===== src/rtl/cia_pkg.sv =====
package cia_pkg;

  // Operand and result width of the stream words.
  localparam int unsigned WORD_W = 32;
  // Width of the exact add, subtract and multiply result.
  localparam int unsigned WIDE_W = 64;
  // Default width at which add, subtract and multiply wrap.
  localparam int unsigned DATA_WIDTH_DEF = 32;
  // Magnitude bits of a non-negative dividend or positive divisor.
  localparam int unsigned DIV_BITS = 31;
  // Packed stream widths.
  localparam int unsigned IN_TDATA_W  = 72;
  localparam int unsigned OUT_TDATA_W = 40;
  // Lowest bits above which an in-range value only repeats its sign.
  localparam int unsigned BYTE_SIGN_LSB = 7;
  localparam int unsigned HALF_SIGN_LSB = 15;

  typedef enum logic [2:0] {
    OP_ADD = 3'd0,
    OP_SUB = 3'd1,
    OP_MUL = 3'd2,
    OP_DIV = 3'd3,
    OP_MOD = 3'd4
  } op_e;

  typedef enum logic [1:0] {
    KIND_I8   = 2'd0,
    KIND_I16  = 2'd1,
    KIND_I32  = 2'd2,
    KIND_BAD  = 2'd3
  } kind_e;

  typedef enum logic [2:0] {
    TRAP_NONE        = 3'd0,
    TRAP_RANGE       = 3'd1,
    TRAP_DIV_ZERO    = 3'd2,
    TRAP_NEG_DIVISOR = 3'd3,
    TRAP_BAD_KIND    = 3'd4
  } trap_e;

  // Control and side data that travel with each word through the divider.
  typedef struct packed {
    logic                valid;
    logic                is_div;
    logic                is_mod;
    logic                neg;
    trap_e               trap;
    logic [WORD_W-1:0]   result;
  } ctl_t;

endpackage


===== src/rtl/cia_arith.sv =====
module cia_arith #(
  parameter int unsigned DATA_WIDTH = cia_pkg::DATA_WIDTH_DEF
) (
  input  logic                               clk_i,
  input  logic                               rst_ni,
  input  logic                               en_i,
  input  logic                               valid_i,
  input  logic [2:0]                         operation_i,
  input  logic [1:0]                         int_kind_i,
  input  logic [cia_pkg::WORD_W-1:0]         operand_a_i,
  input  logic [cia_pkg::WORD_W-1:0]         operand_b_i,
  output cia_pkg::ctl_t                      ctl_o,
  output logic [cia_pkg::DIV_BITS-1:0]       dividend_o,
  output logic [cia_pkg::DIV_BITS-1:0]       divisor_o
);
  import cia_pkg::*;

  logic                     valid_q;
  logic [2:0]               op_q;
  logic [1:0]               kind_q;
  logic [WORD_W-1:0]        a_q, b_q;
  logic [DATA_WIDTH-1:0]    wrap_d, wrap_q;
  logic signed [WIDE_W-1:0] exact;
  logic signed [WIDE_W-1:0] ext;
  logic                     fits8, fits16;
  ctl_t                     ctl_d, ctl_q;
  logic [DIV_BITS-1:0]      dvd_d, dvd_q, dvs_q;

  // First stage: exact result of add, subtract or multiply, wrapped.
  always_comb begin
    unique case (operation_i)
      OP_ADD:  exact = WIDE_W'(signed'(operand_a_i)) + WIDE_W'(signed'(operand_b_i));
      OP_SUB:  exact = WIDE_W'(signed'(operand_a_i)) - WIDE_W'(signed'(operand_b_i));
      default: exact = WIDE_W'(signed'(operand_a_i)) * WIDE_W'(signed'(operand_b_i));
    endcase
    wrap_d = exact[DATA_WIDTH-1:0];
  end

  always_ff @(posedge clk_i or negedge rst_ni) begin
    if (!rst_ni) begin
      valid_q <= 1'b0;
    end else if (en_i) begin
      valid_q <= valid_i;
    end
  end

  always_ff @(posedge clk_i) begin
    if (en_i) begin
      op_q   <= operation_i;
      kind_q <= int_kind_i;
      a_q    <= operand_a_i;
      b_q    <= operand_b_i;
      wrap_q <= wrap_d;
    end
  end

  // Second stage: range check, trap decision and divider set-up.
  always_comb begin
    ext    = WIDE_W'(signed'(wrap_q));
    fits8  = (ext[WIDE_W-1:BYTE_SIGN_LSB] == '0) || (&ext[WIDE_W-1:BYTE_SIGN_LSB]);
    fits16 = (ext[WIDE_W-1:HALF_SIGN_LSB] == '0) || (&ext[WIDE_W-1:HALF_SIGN_LSB]);
    ctl_d        = '0;
    ctl_d.valid  = valid_q;
    ctl_d.is_div = (op_q == OP_DIV);
    ctl_d.is_mod = (op_q == OP_MOD);
    ctl_d.neg    = a_q[WORD_W-1];
    ctl_d.result = ext[WORD_W-1:0];
    ctl_d.trap   = TRAP_NONE;
    unique case (op_q)
      OP_ADD, OP_SUB, OP_MUL: begin
        unique case (kind_q)
          KIND_I8:  ctl_d.trap = fits8  ? TRAP_NONE : TRAP_RANGE;
          KIND_I16: ctl_d.trap = fits16 ? TRAP_NONE : TRAP_RANGE;
          KIND_I32: ctl_d.trap = TRAP_NONE;
          default:  ctl_d.trap = TRAP_BAD_KIND;
        endcase
      end
      OP_DIV, OP_MOD: begin
        if (b_q == '0) begin
          ctl_d.trap = TRAP_DIV_ZERO;
        end else if (b_q[WORD_W-1]) begin
          ctl_d.trap = TRAP_NEG_DIVISOR;
        end
      end
      default: ctl_d.trap = TRAP_BAD_KIND;
    endcase
    // A negative dividend x is divided as -x-1, which is its complement.
    dvd_d = a_q[WORD_W-1] ? ~a_q[DIV_BITS-1:0] : a_q[DIV_BITS-1:0];
  end

  always_ff @(posedge clk_i or negedge rst_ni) begin
    if (!rst_ni) begin
      ctl_q <= '0;
    end else if (en_i) begin
      ctl_q <= ctl_d;
    end
  end

  always_ff @(posedge clk_i) begin
    if (en_i) begin
      dvd_q <= dvd_d;
      dvs_q <= b_q[DIV_BITS-1:0];
    end
  end

  assign ctl_o      = ctl_q;
  assign dividend_o = dvd_q;
  assign divisor_o  = dvs_q;

endmodule


===== config.mk =====
export PLATFORM = sky130hd
export DESIGN_NAME = cia_arith
export DESIGN_NICKNAME = d
export VERILOG_FILES = /design/src/rtl/cia_pkg.sv /design/src/rtl/cia_arith.sv
export SDC_FILE = /design/constraint.sdc
export NUM_CORES = 2
export LEC_CHECK = 0
export BUFFER_PORTS_ARGS = -buffer_cell sky130_fd_sc_hd__buf_2
export CAP_MARGIN = 5
export CORE_MARGIN = 2
export CORE_UTILIZATION = 64
export DETAILED_ROUTE_END_ITERATION = 10
export PLACE_DENSITY_LB_ADDON = 0.05
export REMOVE_ABC_BUFFERS = 1
export SLEW_MARGIN = 40
export SYNTH_ARGS = -nofsm -noshare
export SYNTH_HDL_FRONTEND = slang
export SYNTH_SLANG_ARGS = --single-unit

===== constraint.sdc =====
create_clock -name clk_i -period 1.87 [get_ports clk_i]
set_input_delay 0.0935 -clock clk_i [delete_from_list [all_inputs] [get_ports clk_i]]
set_output_delay 0.0935 -clock clk_i [all_outputs]
set_load 0.005 [all_outputs]

==> impl_metrics.ini <==
[die]
pin_count = 174
die_h_um = 204
rows = 73
fp.dieArea_um2 = 41600
initial_utilization_pct = 64.6
die_x_um = 204
core_um2 = 39600

[critical_path]
worstPathRequired_ns = 2.10
cp_slowest_cell = fa_1
cp-start-kind = primary input
crit-reg2reg-capture = ctl_o[32]
worstPathArrival_ns = 6.55
path_common_cell = fa_1
cp_slowest_stage_delay_ns = 0.56
critPathCaptureType = register
cp_num_buf_inv = 7
crit_type = in2reg
crit_family = adder cells
ff2ff_setup_slack_ns = 0.24
cp_max_fo = 2
reg2reg_from = wrap_q[31]
ff2ff_path_depth = 7

[grt]
grt_max_degree = 77
grt_antenna_before_repair = 7
grtUsageTotal_pct = 39.1
grt_pass1_wl_um = 121000
overflow = 0
grt_pass1_vias = 21400

[cts]
numClockSinks = 203
cts_tree = built
numCtsBuffers = 21
htree_levels = 1
cts-root-buf = clkbuf_16
clock_path_buffers = 3
clk_latency_ns = 0.52
clk_pin_slew_worst_paths_ns = 0.06

[synthesis]
yosys_warnings = 0
async_flop_share_pct = 19.7
synth_area_per_cell_um2 = 10.3
ys_top_cells_by_area = fa_1 (32%), edfxtp_1 (19%), ha_1 (8.9%), and2_1 (8.7%), inv_1 (6.3%)
synth_edf_count = 163
syn-instance-count = 2491
synth_cell_type_count = 61
ys_seq_area_share_pct = 23.0
synth.most_common_cell = inv_1
synthesis.area_um2 = 25600
synth_flop_cell = edfxtp_1
synth_seq_cells = 203
synthTopCellsByCount = inv_1 (431), fa_1 (409), and2_1 (356), nand2_1 (222), ha_1 (183)
yosys.area.top_type_share_pct = 32.0
yosys.area.top_type = fa_1

[min_path]
min_path_type = in2reg
whs_path_depth = 2
hold_path_end = a_q[18]
min_from = operand_a_i[18]

[cells_and_area]
regArea_um2 = 5900
multiInputGateArea_um2 = 18700
layout-drive-gt1-share_pct = 27.3
syn_to_final_growth_pct = 25.0
num-nets-final = 3629
nFillCells = 2454

[placed_design]
dp_slack_ns = -5.24
hpwlAfterDp_um = 63500
io_buffer_count = 173
gp_congestion = 0.977

[drt]
wl_um = 80100
ant_nets = 0
via_count = 20000
drc = 0
drt-initial-drc-count = 1435
firstDrtPassIters = 5
wire_per_inst_um = 22.8
drt-vias-per-instance = 5.69

[timing]
rsz0062_at_grt = true
finalCriticalPeriod_ns = 6.32
tightest_slew_ns = 0.680
setup_viol = 29
drv_slew = 0
clock.fmax_ghz = 0.158
setup_slack_ns = -4.45
skew_ns = 0.0138
post-route-period-util_pct = 338
finalHoldViolations = 0
relSlewSlack_pct = 54.7

[status]
violations = negative setup slack
status = finished with violations

[run]
drv_cap = 0
routing by layer:
metal,part of all wire (%),GRT usage (%)
met5,0.11,0
met4,4.9,16.8
met2,48,65.0
met3,9.5,9.81
met1,37,48.9
placed cells by master (no fill, tap or decap), types with 19 or more instances in the layout:
master         instances
dlygate4sd3_1         21
xnor2_1               79
ha_4                  38
fa_1                 386
buf_2                157
nor2_1                44
and2_1               338
edfxtp_1             163
buf_12                23
clkbuf_16             21
inv_2                 19
ha_1                 141
xor2_1                81
a21o_1                20
fa_2                  23
o21ai_0               26
mux2_2                36
dfrtp_1               40
nand2_1              217
buf_6                 42
inv_1                412
buf_4                318
a21oi_1               43
state kept, by name, indices dropped and copies added, names as in the netlist:
name,count
wrap_q,32
b_q,32
divisor_o,31
valid_q,1
ctl_o,39
a_q,32
op_q,3
dividend_o,31
kind_q,2
worst max-delay path by stage:
stage               startpoint    endpoint  slack (ns)  cells past startpoint
4_1_cts         operand_b_i[5]  wrap_q[31]       -4.46                     24
2_1_floorplan   operand_b_i[5]  wrap_q[23]       -4.62                     22
3_3_place_gp    operand_b_i[6]  wrap_q[30]       -5.16                     26
5_1_grt        operand_a_i[13]  wrap_q[27]       -4.61                     25
3_5_place_dp    operand_b_i[6]  wrap_q[23]       -5.24                     23
6_report       operand_a_i[13]  wrap_q[27]       -4.45                     25
logic make-up after synthesis:
logic type | Yosys count | synth area share (%)
compound gates | 211 | 5.25
xor+xnor | 172 | 5.91
fa+ha+maj | 592 | 40.9
buf+inv | 554 | 8.18
flops | 203 | 23.0
mux | 41 | 1.78
simple gates | 718 | 15.0
through the flow:
step	utilization, %	instances	instance area (um2)	hold WS (ns)	setup TNS, ns
2_1_floorplan	-	2368	25100	-0.202	-97.85
3_3_place_gp	74.4	3417	29500	0.179	-120.36
3_5_place_dp	74.4	3417	29500	0.191	-122.05
4_1_cts	79.7	3488	31600	0.00463	-97.81
5_1_grt	80.8	3508	32000	0.000409	-104.98
6_report	80.8	3509	32000	0.000374	-101.28
worst register-to-register path, cell delays in order, from the launching register on:
cell and delay (ns):
edfxtp_1 0.47, nand4_1 0.13, nor4_1 0.29, o21ai_0 0.14
nor2_1 0.11, a21oi_1 0.07, a32oi_1 0.21, a21oi_1 0.09
cell type report:
class	count	area share (%)
repair buffers	573	14.0
clock inverters	13	0.305
multi-input cells	1734	58.4
inverters	431	5.05
clock buffers	25	1.72
flip-flops and latches	203	18.4
diodes	5	0.0391
well taps	525	2.05
timing repair:
item	CTS	global route
resized for setup	247	80
pin swaps	72	87
setup endpoints to repair	30	30
hold buffers	21	0
setup buffers	15	17
gates cloned	0	0
hold endpoints to repair	60	0
Power is not shown: default switching activity piles up to over one toggle a cycle in this logic, so the estimate is an artifact.
